### src/rtl/deht_pkg.sv
// Package for the debounced extendable heater timer.
// Widths, register indexes, reset values and the result record.
// No dependencies.
package deht_pkg;

  localparam int TIMER_BITS = 20;   // remaining-time counter width, 17..32
  localparam int GLOW_W     = 16;
  localparam int DEB_W      = 10;
  localparam int STABLE_W   = 11;
  localparam int SECS_W     = 11;

  localparam int CFG_IDX_W  = 2;
  localparam int CFG_DATA_W = 16;

  localparam logic [CFG_IDX_W-1:0] REG_GLOW     = 2'd0;
  localparam logic [CFG_IDX_W-1:0] REG_DEBOUNCE = 2'd1;

  localparam logic [GLOW_W-1:0] GLOW_RESET     = 16'd10000;
  localparam logic [DEB_W-1:0]  DEBOUNCE_RESET = 10'd100;

  localparam logic [STABLE_W-1:0] STABLE_MAX  = '1;
  localparam logic [SECS_W-1:0]   SECONDS_MAX = '1;

  // ticks -> seconds: values at or above (SECONDS_MAX+1)*1000 saturate, the rest
  // fit in 21 bits and are divided as (x >> 3) / 125 by reciprocal multiply.
  localparam int TICKS_PER_SECOND = 1000;
  localparam int DIV_IN_W   = 21;
  localparam int DIV_PRE    = 3;
  localparam int DIV_SHIFT  = 25;
  localparam int RECIP_W    = 19;
  localparam int PROD_W     = DIV_IN_W - DIV_PRE + RECIP_W;
  localparam int WIDE_BITS  = (TIMER_BITS > DIV_IN_W) ? TIMER_BITS : DIV_IN_W;
  localparam logic [RECIP_W-1:0] RECIP =
    RECIP_W'(((2 ** DIV_SHIFT) + (TICKS_PER_SECOND >> DIV_PRE) - 1) /
             (TICKS_PER_SECOND >> DIV_PRE));
  localparam logic [WIDE_BITS-1:0] SEC_LIMIT =
    WIDE_BITS'((2 ** SECS_W) * TICKS_PER_SECOND);

  typedef struct packed {
    logic              heater_on;
    logic [SECS_W-1:0] seconds_left;
    logic              turned_on;
    logic              turned_off;
    logic              extended;
  } result_t;

endpackage

### src/rtl/deht_cfg_regs.sv
// Configuration registers glow_ms and debounce_ms.
// Depends on deht_pkg.
module deht_cfg_regs import deht_pkg::*; (
  input  logic                  clk,
  input  logic                  rst,
  input  logic                  wr,
  input  logic [CFG_IDX_W-1:0]  index,
  input  logic [CFG_DATA_W-1:0] data,
  output logic [GLOW_W-1:0]     glow_ms,
  output logic [DEB_W-1:0]      debounce_ms
);

  always_ff @(posedge clk) begin
    if (rst) begin
      glow_ms     <= GLOW_RESET;
      debounce_ms <= DEBOUNCE_RESET;
    end else if (wr) begin
      unique case (index)
        REG_GLOW:     glow_ms     <= data[GLOW_W-1:0];
        REG_DEBOUNCE: debounce_ms <= data[DEB_W-1:0];
        default: ;    // unmapped index, dropped
      endcase
    end
  end

endmodule

### config.mk
export PLATFORM = sky130hd
export DESIGN_NAME = deht_cfg_regs
export DESIGN_NICKNAME = d
export VERILOG_FILES = /design/src/rtl/deht_pkg.sv /design/src/rtl/deht_cfg_regs.sv
export SDC_FILE = /design/constraint.sdc
export NUM_CORES = 1
export LEC_CHECK = 0
export BUFFER_PORTS_ARGS = -buffer_cell sky130_fd_sc_hd__buf_2
export CELL_PAD_IN_SITES_DETAIL_PLACEMENT = 1
export CELL_PAD_IN_SITES_GLOBAL_PLACEMENT = 1
export CORE_MARGIN = 2
export CORE_UTILIZATION = 30
export DETAILED_ROUTE_END_ITERATION = 10
export HOLD_SLACK_MARGIN = 0.15
export PLACE_DENSITY_LB_ADDON = 0.1
export SYNTH_ARGS = -nofsm -noshare
export SYNTH_HDL_FRONTEND = slang
export SYNTH_SLANG_ARGS = --single-unit
### constraint.sdc
create_clock -name clk -period 1.1 [get_ports clk]
set_input_delay 0.11 -clock clk [delete_from_list [all_inputs] [get_ports clk]]
set_output_delay 0.11 -clock clk [all_outputs]
set_load 0.03 [all_outputs]
After elaboration in Yosys (flattened, before gate mapping) --
Cells that the tools add are included.
Operators by class: $add $sub $neg 0, multiply operators 0, div/mod/pow operators 0, magnitude comparators 0, equal/unequal tests 1, shift operators 0, mux-type cells 0, bitwise logic cells 0, reduce and logical (&&, ||, !) cells 3
Operator list (number):
- $reduce_and 2->1 | 2
- $eq 2x1->1 const B | 1
- $logic_not 2->1 | 1
Storage, ports and cells: register bits after elaboration 26, latch bits 0, bits in writable memories 0, bits in read-only memories 0, input port bits 21, output and inout port bits 26, word-level logic and storage cells 6, memories 0

Logic depth before layout (Yosys ltp) --
Gate-level depths: netlist (run 1).
depth after elaboration 2, mapped depth 4, depth with buffers taken out 2

Least setup slack after synthesis (run 1) --
Ideal clock, no wire load.
kind input to register, start point in index[0], end point reg glow_ms[10], library setup time 0.072 ns, arrival 0.736 ns, data required time 1.028 ns, setup slack 0.293 ns, cell stages on the path 4, path buffers 2, cells stage by stage nor3b_2 -> buf_6 -> buf_12 -> mux2i_1
Between the ends: longest elaborated chain between the ends 2
Ends and longest elaborated chain:
- start: declaration | line deht_cfg_regs.sv:7 | input logic [CFG_IDX_W-1:0] index,
- $logic_not 2->1 | line deht_cfg_regs.sv:18 | unique case (index)
- $reduce_and 2->1 (no source line)
- end signal: assignment | line deht_cfg_regs.sv:19 | REG_GLOW: glow_ms <= data[GLOW_W-1:0];
- end: declaration | line deht_cfg_regs.sv:9 | output logic [GLOW_W-1:0] glow_ms,
No other way between the ends. A chain may end at the register's enable or synchronous reset.

Worst setup path in the final report (run 1) --
start point reg glow_ms[6], end point out glow_ms[6]
No word-level cell between the ends.

==> results of run 1 <==
-- layout by cell type, fill, tap and decap left out --
| cell type | n |
|---|---|
| nor2_1 | 16 |
| dfxtp_1 | 26 |
| buf_2 | 46 |
| nand3b_1 | 1 |
| buf_4 | 4 |
| dlygate4sd3_1 | 15 |
| buf_12 | 2 |
| clkbuf_8 | 4 |
| and3b_1 | 1 |
| mux2i_1 | 26 |
| nand2b_1 | 32 |
| nor3b_4 | 1 |
-- flip-flops by register name, summed over array words and instances (netlist names) --
name and count:
debounce_ms 10, glow_ms 16
-- per-layer routing --
metal,global-route usage,up-vias,wire [µm]
met2,0.209,28,1180
li1,-,487,-
met3,0.0257,2,121
met5,0,-,0
met1,0.172,426,1260
met4,0.0469,0,20
-- what timing repair did --
action                                 in CTS  in global routing
endpoints found under the hold margin      23                  0
setup endpoints to repair                   0                  0
buffers inserted                            0                  0
hold buffers                               15                  0
resized for setup                           0                  0
-- per-stage QoR --
step	utilization	worst slack, ps	area (µm²)	total power, W
after floorplan	-	293	1130	0.00120
after global placement	0.395	193	1440	0.00130
after detailed placement	0.395	151	1440	0.00131
after CTS	0.452	154	1640	0.00197
after global routing	0.452	128	1640	0.00203
final	0.452	169	1640	0.00193
-- power breakdown --
| group | leakage (nW) | switching [W] | internal (W) | total (W) |
|---|---|---|---|---|
| Combinational | 0.488 | 0.000170 | 0.000161 | 0.000331 |
| Sequential | 0.212 | 0.0000160 | 0.000974 | 0.000990 |
| Clock | 0.0288 | 0.000292 | 0.000319 | 0.000611 |
-- worst max path at each step --
stage | start | endpoint | depth (start not counted)
finish | glow_ms[6] | glow_ms[6] | 1
global route | glow_ms[6] | glow_ms[6] | 1
CTS | glow_ms[5] | glow_ms[5] | 1
detailed placement | index[0] | glow_ms[13] | 4
global placement | index[0] | glow_ms[15] | 4
floorplan | index[0] | glow_ms[10] | 4
-- final cells by class --
class                      count  area, µm²  area share
sequential                    26        520       0.317
multi-input combinational     77        556       0.338
clock buffer                   4       55.1      0.0335
timing repair buffer          67        450       0.274
tap                           48       60.1      0.0366
-- cells by family (layout without fill, tap and decap cells) --
kind of cell           Yosys count  count (layout)  synth area share
flip-flops                      26              26             0.461
AND/OR/NAND/NOR                 51              51             0.256
multiplexers                    26              26             0.231
buffers and inverters            8              71            0.0521
==> results.ini, run 1 <==
[min_path]
worstHoldEndpoint=debounce_ms[3]
hold_start=data[3]
worstHoldPathCells=3
min_path_type=in -> reg

[synth]
netlist_instances=111
synth_area_mm2=0.00113
yosys_warnings=0
yosysTopAreaCell=dfxtp_1
synth_cell_types=11
synth_ff_type=dfxtp_1
syn_nets=132
synth_top_area_frac=0.461
synth.avg_cell_area_um2=10.2
yosys-top-cells-count=nand2b_1 (32), dfxtp_1 (26), mux2i_1 (26)
synth-seq-cells=26
yosysMostFrequentCell=nand2b_1
ys_top_cells_by_area=dfxtp_1 (46%), mux2i_1 (23%), nand2b_1 (18%)
async_reset_ff_frac=0
synth-seq-area-share=0.461
synth_edf_count=0

[grt]
antenna_found_initial=0
gr-total-overflow=0
grt_pass1_wl_mm=4.30
grt_pass1_vias=964
grt_max_degree=26
grtUsageTotal=0.130

[sta]
hold_violations=0
tns_ps=0
rsz0062_at_grt=no
setup_viol=0
fin_crit_ps=931
min_period_over_period=0.846
fmax_mhz=1070
relSlewSlack=0.809
clock-skew-final_ps=0
worst_slew_pin_slew_ps=285
drv_slew=0
whs_ps=158

[critical_path]
critPathKind=reg -> out
reg2reg_depth=2
worst_path_max_delay_cell=dfxtp_1
crit_path_end_kind=output pin
r2r_slack_ps=500
cpPeakStageDelay_ps=350
arrival_ps=820
cp_data_required_time_ps=990
critPathBufInv=1
r2r-start=glow_ms[6]
path_cells=buf_2
cp_top_family=flip-flops
startpoint_type=flip-flop
r2r-end=glow_ms[6]
cp_max_fo=2

[clocking]
cts_tree=done
cts_sinks=26
cts_buffer_depth=2
htree_levels=1
cts_buffers=3
cts-root-buf=clkbuf_8
insertion_delay_ps=260
clk_pin_slew_ps=90

[place]
dp_cells=203
dpl.hpwl_mm=1.93
numPortBuffers=46
gp_congestion=0.651

[detailed_routing]
totalWireLength_mm=2.58
via_per_inst=4.25
drc=0
routedWlPerCell_um=11.6
drt_iter0_markers=39
detail-route-antenna-nets=0
vias=943
drtPass1Iterations=4

[power_and_ir_drop]
p_per_area_mw_per_mm2=1180
power.leakage_nw=0.728
irDropWorstVdd_v=0.000490

[status]
outcome=finished clean

[die]
coreArea_mm2=0.00363
floorplan.initialDensity=0.311
fp.dieH_um=65.3
die_width_um=65.3
rows=22
io_pins=47
dieArea_mm2=0.00427

[cells_and_area]
layout-drive-gt1-share=0.328
finalNetCount=196
syn2layout_area_growth_pct=45.5
stdcell_count=222
fillCellCount=422
diodes=0

[run]
max-cap-violations=0

No activity file was read; power rests on OpenSTA's default activity.
==> inputs of run 2 (changes only) <==
==> constraint.sdc (replaced) <==
create_clock -name clk -period 0.8 [get_ports clk]
set_input_delay 0.08 -clock clk [delete_from_list [all_inputs] [get_ports clk]]
set_output_delay 0.08 -clock clk [all_outputs]
set_load 0.03 [all_outputs]
==> results.ini, run 2 (synthesis results as in run 1) <==
[status]
outcome=finished, violations left  ; was finished clean
violations=setup timing

[min_path]
hold_start=index[1]  ; was data[3]
worstHoldPathCells=4  ; was 3
min_path_type=in -> reg  ; unchanged

[sta]
setup_viol=26  ; was 0
min_period_over_period=1.04
hold_violations=0  ; unchanged
setup_slack_ps=-28.1  ; was 169 ps
rsz0062_at_grt=yes  ; was no
fin_crit_ps=828
tns_ps=-356  ; was 0 ps
fmax_mhz=1210
clock-skew-final_ps=0  ; unchanged
relSlewSlack=0.723  ; was 0.809
worst_slew_pin_slew_ps=416  ; was 285 ps
drv_slew=0  ; unchanged

[detailed_routing]
drt_iter0_markers=24  ; was 39
via_per_inst=4.37  ; was 4.25
totalWireLength_mm=2.75  ; was 2.58 mm
vias=978  ; was 943
drc=0  ; unchanged
routedWlPerCell_um=12.3  ; was 11.6 µm
drtPass1Iterations=4  ; unchanged
detail-route-antenna-nets=0  ; unchanged

[critical_path]
cp_top_family=flip-flops  ; unchanged
startpoint=glow_ms[0]  ; was glow_ms[6]
worst_path_max_delay_cell=dfxtp_2  ; was dfxtp_1
reg2reg_depth=3  ; was 2
critPathBufInv=1  ; unchanged
arrival_ps=750  ; was 820 ps
crit_path_end_kind=output pin  ; unchanged
cpPeakStageDelay_ps=360  ; was 350 ps
cp_data_required_time_ps=720  ; was 990 ps
worst-path-stages=1  ; unchanged
startpoint_type=flip-flop  ; unchanged
path_cells=buf_6  ; was buf_2
cp_max_fo=2  ; unchanged
critPathKind=reg -> out  ; unchanged
r2r-start=debounce_ms[3]  ; was glow_ms[6]

[cells_and_area]
layout-drive-gt1-share=0.489  ; was 0.328
finalNetCount=198  ; was 196
syn2layout_area_growth_pct=65.9  ; was 45.5%
mostFrequentLayoutCell=nand2b_1  ; was buf_2
top_register=glow_ms  ; unchanged
layout_common_cells=nand2b_1 (32), mux2i_1 (26), dfxtp_2 (26), buf_6 (26), buf_2 (16)  ; was buf_2 (46), nand2b_1 (32), mux2i_1 (26), dfxtp_1 (26), nor2_1 (16)
diodes=0  ; unchanged
fillCellCount=396  ; was 422
top_regs=glow_ms: 16 flops, debounce_ms: 10 flops  ; unchanged
largest_register_ffs=16  ; unchanged

[clocking]
insertion_delay_ps=260  ; about the same
clk_pin_slew_ps=90  ; about the same
cts-root-buf=clkbuf_8  ; unchanged
cts_buffers=3  ; unchanged
htree_levels=1  ; unchanged
cts_tree=done  ; unchanged
cts_sinks=26  ; unchanged
cts_buffer_depth=2  ; unchanged

[die]
rows=22  ; unchanged
fp.dieH_um=65.3  ; unchanged
coreArea_mm2=0.00363  ; unchanged
io_pins=47  ; unchanged
floorplan.initialDensity=0.311  ; unchanged
die_width_um=65.3  ; unchanged
dieArea_mm2=0.00427  ; unchanged

[grt]
antenna_found_initial=0  ; unchanged
grt_pass1_wl_mm=4.57  ; was 4.30 mm
gr-total-overflow=0  ; unchanged
grt_pass1_vias=1027  ; was 964
grtUsageTotal=0.140  ; was 0.130
grt_max_degree=49  ; was 26

[place]
numPortBuffers=46  ; unchanged
gp_congestion=0.637  ; was 0.651
dpl.hpwl_mm=1.79  ; was 1.93 mm
pre_cts_ws_ps=-217  ; was 151 ps

[run]
max-cap-violations=0  ; unchanged

[power_and_ir_drop]
p_per_area_mw_per_mm2=1460  ; was 1180 mW/mm²
power.leakage_nw=0.797  ; was 0.728 nW
irDropWorstVdd_v=0.000774  ; was 0.000490 V

## run 2: where the power goes
group | total (W) | internal, W | switching (W)
Combinational | 0.000516 | 0.000279 | 0.000237
Clock | 0.000827 | 0.000439 | 0.000388
Sequential | 0.00138 | 0.00135 | 0.0000335
Total | 0.00272 | 0.00207 | 0.000658
## run 2: repair_timing
item | CTS | global route
endpoints found under the setup margin | 26 | 36
buffers inserted | 3 | 4
cloned | 0 | 0
resized for setup | 78 | 4
hold buffers | 16 | 0
hold endpoints to repair | 26 | 0
## run 2: per-stage QoR
stage / area [µm²] / hold WS, ps / total power [W] / instances / util
final: 1870 / 291 / 0.00272 / 224 / 0.515
after global routing: 1870 / 304 / 0.00286 / 224 / 0.515
after detailed placement: 1410 / 354 / 0.00178 / 200 / 0.389
after floorplan: 1130 / 235 / 0.00165 / 111 / -
after CTS: 1850 / 284 / 0.00277 / 223 / 0.508
after global placement: 1410 / 339 / 0.00177 / 200 / 0.389
## run 2: worst paths after layout
check,end,slack [ps]
setup / recovery,glow_ms[0],-30
hold / removal,glow_ms[14],290
setup reg to reg,debounce_ms[3],90
hold reg to reg,debounce_ms[8],490
## run 2: final cells by class
cell class              instances  area, µm²  share of cell area
clock buffers                   4       55.1              0.0294
repair buffers                 69        643               0.344
well taps                      48       60.1              0.0321
multi-input cells              77        561               0.299
flip-flops and latches         26        553               0.295
## run 2: routing by layer
| layer | GRT usage | wire [µm] | vias up |
|---|---|---|---|
| met5 | 0 | 0 | - |
| met4 | 0.0469 | 30 | 0 |
| met3 | 0.0257 | 123 | 4 |
| met2 | 0.247 | 1320 | 30 |
| met1 | 0.171 | 1280 | 456 |
| li1 | - | - | 488 |
