`config.mk`:
```
export PLATFORM = sky130hd
export DESIGN_NAME = deht_core
export DESIGN_NICKNAME = d
export VERILOG_FILES = /design/src/rtl/deht_pkg.sv /design/src/rtl/deht_seconds.sv /design/src/rtl/deht_core.sv
export SDC_FILE = /design/constraint.sdc
export NUM_CORES = 1
export LEC_CHECK = 0
export BUFFER_PORTS_ARGS = -buffer_cell sky130_fd_sc_hd__buf_2
export CAP_MARGIN = 25
export CORE_ASPECT_RATIO = 0.7
export CORE_MARGIN = 2
export CORE_UTILIZATION = 62
export DETAILED_ROUTE_END_ITERATION = 7
export GPL_TIMING_DRIVEN = 0
export HOLD_SLACK_MARGIN = 0.06
export PLACE_DENSITY = 0.81
export SLEW_MARGIN = 10
export SYNTH_ARGS = -nofsm -noshare
export SYNTH_HDL_FRONTEND = slang
export SYNTH_SLANG_ARGS = --single-unit
```
`constraint.sdc`:
```
create_clock -name clk -period 22.2 [get_ports clk]
set_input_delay 4.44 -clock clk [delete_from_list [all_inputs] [get_ports clk]]
set_output_delay 4.44 -clock clk [all_outputs]
set_load 0.005 [all_outputs]
```
`src/rtl/deht_pkg.sv`:
```
// Package for the debounced extendable heater timer.
// Widths, register indexes, reset values and the result record.
// No dependencies.
package deht_pkg;

  localparam int TIMER_BITS = 20;   // remaining-time counter width, 17..32
  localparam int GLOW_W     = 16;
  localparam int DEB_W      = 10;
  localparam int STABLE_W   = 11;
  localparam int SECS_W     = 11;

  localparam int CFG_IDX_W  = 2;
  localparam int CFG_DATA_W = 16;

  localparam logic [CFG_IDX_W-1:0] REG_GLOW     = 2'd0;
  localparam logic [CFG_IDX_W-1:0] REG_DEBOUNCE = 2'd1;

  localparam logic [GLOW_W-1:0] GLOW_RESET     = 16'd10000;
  localparam logic [DEB_W-1:0]  DEBOUNCE_RESET = 10'd100;

  localparam logic [STABLE_W-1:0] STABLE_MAX  = '1;
  localparam logic [SECS_W-1:0]   SECONDS_MAX = '1;

  // ticks -> seconds: values at or above (SECONDS_MAX+1)*1000 saturate, the rest
  // fit in 21 bits and are divided as (x >> 3) / 125 by reciprocal multiply.
  localparam int TICKS_PER_SECOND = 1000;
  localparam int DIV_IN_W   = 21;
  localparam int DIV_PRE    = 3;
  localparam int DIV_SHIFT  = 25;
  localparam int RECIP_W    = 19;
  localparam int PROD_W     = DIV_IN_W - DIV_PRE + RECIP_W;
  localparam int WIDE_BITS  = (TIMER_BITS > DIV_IN_W) ? TIMER_BITS : DIV_IN_W;
  localparam logic [RECIP_W-1:0] RECIP =
    RECIP_W'(((2 ** DIV_SHIFT) + (TICKS_PER_SECOND >> DIV_PRE) - 1) /
             (TICKS_PER_SECOND >> DIV_PRE));
  localparam logic [WIDE_BITS-1:0] SEC_LIMIT =
    WIDE_BITS'((2 ** SECS_W) * TICKS_PER_SECOND);

  typedef struct packed {
    logic              heater_on;
    logic [SECS_W-1:0] seconds_left;
    logic              turned_on;
    logic              turned_off;
    logic              extended;
  } result_t;

endpackage

```
`src/rtl/deht_seconds.sv`:
```
// Converts remaining ticks to whole seconds, saturating at the field maximum; zero while inactive.
// Depends on deht_pkg.
module deht_seconds import deht_pkg::*; (
  input  logic                  active,
  input  logic [TIMER_BITS-1:0] ticks,
  output logic [SECS_W-1:0]     seconds
);

  logic [WIDE_BITS-1:0]          ticks_wide;
  logic [DIV_IN_W-DIV_PRE-1:0]   eighths;
  logic [PROD_W-1:0]             prod;

  assign ticks_wide = WIDE_BITS'(ticks);
  assign eighths    = ticks_wide[DIV_IN_W-1:DIV_PRE];
  assign prod       = PROD_W'(eighths) * PROD_W'(RECIP);

  always_comb begin
    if (!active) begin
      seconds = '0;
    end else if (ticks_wide >= SEC_LIMIT) begin
      seconds = SECONDS_MAX;
    end else begin
      seconds = prod[DIV_SHIFT +: SECS_W];
    end
  end

endmodule

```
`src/rtl/deht_core.sv`:
```
// Debounce, press latch and retriggerable heater countdown.
// State advances once per tick on step; depends on deht_pkg and deht_seconds.
module deht_core import deht_pkg::*; (
  input  logic              clk,
  input  logic              rst,
  input  logic              step,
  input  logic              level,
  input  logic [GLOW_W-1:0] glow_ms,
  input  logic [DEB_W-1:0]  debounce_ms,
  output result_t           res
);

  logic                  previous_level;
  logic [STABLE_W-1:0]   stable_ticks;
  logic                  press_latched;
  logic                  heater_active;
  logic [TIMER_BITS-1:0] remaining_ticks;

  logic                  previous_level_next;
  logic [STABLE_W-1:0]   stable_ticks_next;
  logic                  press_latched_next;
  logic                  heater_active_next;
  logic [TIMER_BITS-1:0] remaining_ticks_next;

  logic [TIMER_BITS-1:0] rem_dec;
  logic [TIMER_BITS:0]   ext_sum;
  logic                  level_valid;
  logic                  press;
  logic                  active_mid;
  logic                  on_pulse;
  logic                  off_pulse;
  logic                  ext_pulse;
  logic [SECS_W-1:0]     secs;

  always_comb begin
    rem_dec = (heater_active && (remaining_ticks != '0)) ?
              remaining_ticks - TIMER_BITS'(1) : remaining_ticks;

    if (level != previous_level) begin
      stable_ticks_next = '0;
    end else if (stable_ticks != STABLE_MAX) begin
      stable_ticks_next = stable_ticks + STABLE_W'(1);
    end else begin
      stable_ticks_next = stable_ticks;
    end

    level_valid = stable_ticks_next > STABLE_W'(debounce_ms);
    press       = level_valid && !level && !press_latched;

    if (press) begin
      press_latched_next = 1'b1;
    end else if (level_valid && level) begin
      press_latched_next = 1'b0;
    end else begin
      press_latched_next = press_latched;
    end

    ext_sum              = {1'b0, rem_dec} + (TIMER_BITS + 1)'(glow_ms >> 1);
    active_mid           = heater_active;
    remaining_ticks_next = rem_dec;
    on_pulse             = 1'b0;
    ext_pulse            = 1'b0;
    if (press) begin
      if (!heater_active) begin
        active_mid           = 1'b1;
        remaining_ticks_next = TIMER_BITS'(glow_ms);
        on_pulse             = 1'b1;
      end else begin
        // saturate at the counter maximum
        remaining_ticks_next = ext_sum[TIMER_BITS] ? '1 : ext_sum[TIMER_BITS-1:0];
        ext_pulse            = 1'b1;
      end
    end

    off_pulse           = active_mid && (remaining_ticks_next == '0);
    heater_active_next  = active_mid && !off_pulse;
    previous_level_next = level;
  end

  deht_seconds u_seconds (
    .active  (heater_active_next),
    .ticks   (remaining_ticks_next),
    .seconds (secs)
  );

  always_comb begin
    res.heater_on    = heater_active_next;
    res.seconds_left = secs;
    res.turned_on    = on_pulse;
    res.turned_off   = off_pulse;
    res.extended     = ext_pulse;
  end

  always_ff @(posedge clk) begin
    if (rst) begin
      previous_level  <= 1'b1;
      stable_ticks    <= '0;
      press_latched   <= 1'b0;
      heater_active   <= 1'b0;
      remaining_ticks <= '0;
    end else if (step) begin
      previous_level  <= previous_level_next;
      stable_ticks    <= stable_ticks_next;
      press_latched   <= press_latched_next;
      heater_active   <= heater_active_next;
      remaining_ticks <= remaining_ticks_next;
    end
  end

endmodule

```
Word-level counts from Yosys, hierarchy flattened
Index checks and enable logic that the tools add are counted.
{"block": "classes", "add_sub_neg": 3, "n_mul": 1, "div_mod_pow": 0, "order_cmp": 2, "eq_ne": 2, "shifts": 0, "muxes": 15, "bitwise_logic": 0, "n_reduce_logical": 13}
{"operator": "$mux W20", "count": 4}
{"operator": "$mux W11", "count": 4}
{"operator": "$mul A17 B17 Y34 const B", "count": 1}
{"operator": "$add A20 B15 Y21", "count": 1}
{"operator": "$ge A20 B21 Y1 const B", "count": 1}
{"operator": "$logic_not A20 Y1", "count": 1}
{"operator": "$reduce_bool A20 Y1", "count": 1}
{"operator": "$sub A20 B1 Y20 const B", "count": 1}
{"operator": "$add A11 B1 Y11 const B", "count": 1}
{"operator": "$gt A11 B10 Y1", "count": 1}
{"operator": "$ne A11 B11 Y1 const B", "count": 1}
{"operator": "$mux W1", "count": 7}
{"operator": "$logic_and A1 B1 Y1", "count": 6}
{"operator": "$logic_not A1 Y1", "count": 3}
{"operator": "$reduce_and A2 Y1", "count": 1}
{"operator": "$reduce_bool A2 Y1", "count": 1}
{"operator": "$ne A1 B1 Y1", "count": 1}
{"block": "word_totals", "reg_bits": 34, "latch_bits": 0, "mem_bits_rw": 0, "rom_bits": 0, "input_bits": 30, "wordCells": 41, "mem_count": 0}

Logic depth before layout (Yosys ltp)
{"block": "depth", "ltp_word": 12, "mapped_depth": 40, "mapped_depth_nobuf": 40}

Hierarchy
From an unflattened synthesis, not the netlist that was laid out.
{"block": "hier_totals", "hier_cells": 944, "area_unflattened_um2": 7822.5}
{"module": "deht_seconds", "n_inst": 1, "cells_per_inst": 434, "area_each_um2": 3948.8, "seq_area_each_um2": 0.0}
{"module": "deht_core", "n_inst": 1, "cells_per_inst": 510, "area_each_um2": 3873.7, "seq_area_each_um2": 680.7}

Worst setup path after synthesis
Ideal clock, no wire load.
{"block": "synth_timing", "kind": "input-to-output", "startpoint": "input level", "endpoint": "output res[7] in the netlist's numbering", "arrival_time_ns": 12.597, "required_ns": 17.760, "slack_ns": 5.163, "stages": 33, "n_path_buf": 2, "path_cell_list": "clkbuf_1 xor2_1 a21oi_1 ha_1 a211oi_1 nand2_1 nor3_1 o32a_2 clkbuf_1 nor2_1 inv_1 o22ai_1 a311oi_1 ha_1 fa_1 inv_1 fa_1 inv_1 fa_1 inv_1 fa_1 inv_1 ha_1 a21oi_1 o22ai_1 o21a_1 o21a_1 a311o_1 a221o_1 a41o_4 a2111oi_1 o31ai_1 a21oi_1"}
{"element": "start: declaration", "line": "deht_core.sv:7", "text": "input logic level,"}
{"element": "end: declaration", "line": "deht_core.sv:10", "text": "output result_t res"}

==> flow_summary.json <==
{
  "slew_headroom_pct": 44.54,
  "fin_ws_ns": 3.591,
  "synth-seq-area-share_pct": 9.114,
  "grt_pass1_vias": 6057,
  "antenna_found_initial": 0,
  "avgSynthCellArea_um2": 8.298,
  "path_common_cell": "inv_1",
  "crit_family": "compound AO/OA/AOI/OAI gates",
  "cp.arrival_ns": 14.17,
  "clock_sinks": 34,
  "max-cap-violations": 0,
  "finalSetupViolCount": 0,
  "p_per_area_mw_per_mm2": 34.55,
  "yosysWarnings": 0,
  "routabilityCongestion": 0.9440,
  "cts_tree": "yes",
  "final.setup.tns_ns": 0,
  "clk_path_buf_depth": 2,
  "detail_route.wl_per_cell_um": 16.56,
  "hp-class": "reg -> reg",
  "synth_cells": 900,
  "synth-seq-cells": 34,
  "cts_resized": 0,
  "dieHeight_um": 95.83,
  "cts_buffers": 5,
  "dp_slack_ns": 3.765,
  "start_kind": "primary input",
  "crit_path_max_fanout": 10,
  "synth_area_mm2": 0.007468,
  "synth_ff_type": "dfxtp_1",
  "htree_levels": 2,
  "final.setup_skew_ns": 0.005668,
  "synth_top_area_share_pct": 29.15,
  "clk_pin_slew_ns": 0.06,
  "async_reset_ff_share_pct": 0,
  "yosysTopAreaCell": "ha_1",
  "vias_per_cell": 6.000,
  "cts-root-buf": "clkbuf_16",
  "fmax_mhz": 53.74,
  "grt-ovfl-total": 0,
  "worst_path_max_delay_cell": "xor2_1",
  "vias": 6666,
  "port_buffers": 41,
  "grt_pass1_wl_um": 30330,
  "postRouteAntennaNets": 0,
  "yosys.cell_types.count": 79,
  "core.rowCount": 33,
  "yosysMostFrequentCell": "ha_1",
  "path_buf_inv": 9,
  "synth_area_leaders": "ha_1 (29%), fa_1 (12%), dfxtp_1 (9.1%), inv_1 (8.1%), nor2_1 (3.8%)",
  "critical_path_class": "in -> out",
  "outcome": "completed",
  "worst_slew_pin_slew_ns": 0.8242,
  "cts_setup_buffers": 0,
  "fin_crit_sh_pct": 83.82,
  "wirelength_um": 18390,
  "synthToLayoutAreaGrowth_pct": 8.695,
  "num_io_pins": 45,
  "first_iter_violations": 409,
  "total_leakage_power_nw": 4.540,
  "clk_latency_ns": 0.28,
  "final_layout_size_suffix_gt1_share_pct": 9.644,
  "hpwl_um": 15230,
  "period_minus_slack_ns": 18.61,
  "dieWidth_um": 135.2,
  "dr.pass1.iters": 5,
  "slew_viol_final": 0,
  "hold_violations": 0,
  "final_area_mm2": 0.008118,
  "die_area_mm2": 0.01295,
  "start_util_pct": 63.69,
  "placed_area_mm2": 0.007911,
  "core_area_mm2": 0.01173,
  "cpPeakStageDelay_ns": 0.58,
  "synth_common_cells": "ha_1 (174), inv_1 (162), nor2_1 (75), fa_1 (43), a21oi_1 (38)",
  "drcViolationCount": 0,
  "cts_hold_buf": 0,
  "worst_setup_path_end_kind": "primary output",
  "grt_max_degree": 12,
  "worstPathRequired_ns": 17.76,
  "vdd_drop_max_mv": 0.03650,
  "rsz0062_at_grt": "false",
  "synth_edf_count": 0,
  "final_nets": 1200,
  "syn-num-nets": 1147,
  "grt.total_usage_pct": 29.78,
  "fin_util_pct": 69.23,
  "n_antenna_cell": 0
}
==> logic make-up (layout without fill, tap and decap cells) <==
kind of cell / count (synthesis) / in the layout / share of synthesized area (%)
adders and majority gates: 217 / 217 / 40.68
DFF: 34 / 34 / 9.114
xor gates and xnor gates: 34 / 34 / 4.490
buffers and inverters: 189 / 243 / 9.734
and+or+nand+nor: 220 / 220 / 15.04
muxes: 23 / 23 / 3.116
AOI/OAI and AO/OA: 183 / 183 / 17.83
==> final cells by class <==
class	count	area, um2
clock inverter	2	60.06
sequential	34	680.7
tap	157	196.4
buffer	25	111.4
inverter	164	615.6
fill	944	3608
timing repair buffer	46	242.7
clock buffer	6	138.9
multi-input combinational	677	6072
==> power by group <==
| part | leakage (nW) | switching (W) | total, W | internal, W |
|---|---|---|---|---|
| combinational | 4.17 | 0.0000721 | 0.000120 | 0.0000477 |
| clock | 0.0971 | 0.0000274 | 0.0000948 | 0.0000674 |
| sequential | 0.277 | 0.00000272 | 0.0000658 | 0.0000631 |
| total | 4.54 | 0.000102 | 0.000280 | 0.000178 |
==> per-stage QoR <==
stage	hold WS (ns)	std cells	power, W
after floorplan	0.4750	900	0.0001553
after global placement	0.4907	1098	0.0001819
after detailed placement	0.5079	1102	0.0001853
after CTS	0.5203	1110	0.0002800
after global routing	0.5587	1111	0.0003027
final	0.5160	1111	0.0002804
==> sequential cells by signal (all words and copies together) (netlist names) <==
signal           flops
heater_active        1
press_latched        1
previous_level       1
remaining_ticks     20
stable_ticks        11
==> placed cells by master, fill, tap and decap left out, types with 5 or more instances in the layout <==
cell	netlist	routed
fa_1	43	43
o21a_1	9	9
nand2_1	34	34
nor3_1	19	18
or3_1	6	6
nand2b_1	6	6
nand4_1	9	9
a211oi_1	27	27
clkbuf_1	16	16
dfxtp_1	34	34
and3_1	11	11
nor4_1	5	5
mux2i_1	21	21
inv_1	162	162
nand3_1	21	21
o21ai_0	28	28
a21o_1	13	13
a31oi_1	8	8
a21oi_1	38	38
ha_1	174	174
nor2_1	75	75
clkbuf_16	0	5
xor2_1	16	16
o31ai_1	5	5
or4_1	5	5
buf_2	2	43
xnor2_1	16	16
buf_4	4	8
==> per-layer routing <==
layer | GRT usage, % | routed length [um] | vias to the layer above
met4 | 5.556 | 257 | 0
li1 | - | - | 3254
met3 | 3.844 | 1613 | 26
met1 | 45.41 | 9121 | 3110
met2 | 45.14 | 7401 | 276
met5 | 0 | 0 | -
==> worst register-to-register path, cell delays in order, from the launching register on <==
cell	delay, ns
dfxtp_1	0.29
clkbuf_1	0.17
nor4_1	0.76
nand4_1	0.28
o31ai_1	0.43
mux2_2	0.43
inv_1	0.10
ha_1	0.24
a211oi_1	0.29
o21bai_1	0.15
a2111oi_0	0.57
or3b_2	0.25
nand3_1	0.11
a31o_2	0.29
a21oi_1	0.36
nor2_1	0.11
a311oi_2	0.62
buf_4	0.29
inv_1	0.06
ha_1	0.19
nand3_1	0.12
nor4b_1	0.08
nand4_2	0.14
o21ai_2	0.19
inv_2	0.25
mux2i_1	0.11
nor2_1	0.16
==> final timing paths <==
path | startpoint | endpoint | slack, ns | cells after the start
max | level | res[7] | 3.59 | 35
min | stable_ticks[10]$_SDFFE_PP0P_ | stable_ticks[10]$_SDFFE_PP0P_ | 0.52 | 2
max reg2reg | remaining_ticks[5]$_SDFFE_PP0P_ | heater_active$_SDFFE_PP0P_ | 15.08 | 26
min reg2reg | stable_ticks[10]$_SDFFE_PP0P_ | stable_ticks[10]$_SDFFE_PP0P_ | 0.52 | 2
Power figures use the tool's default switching activity.
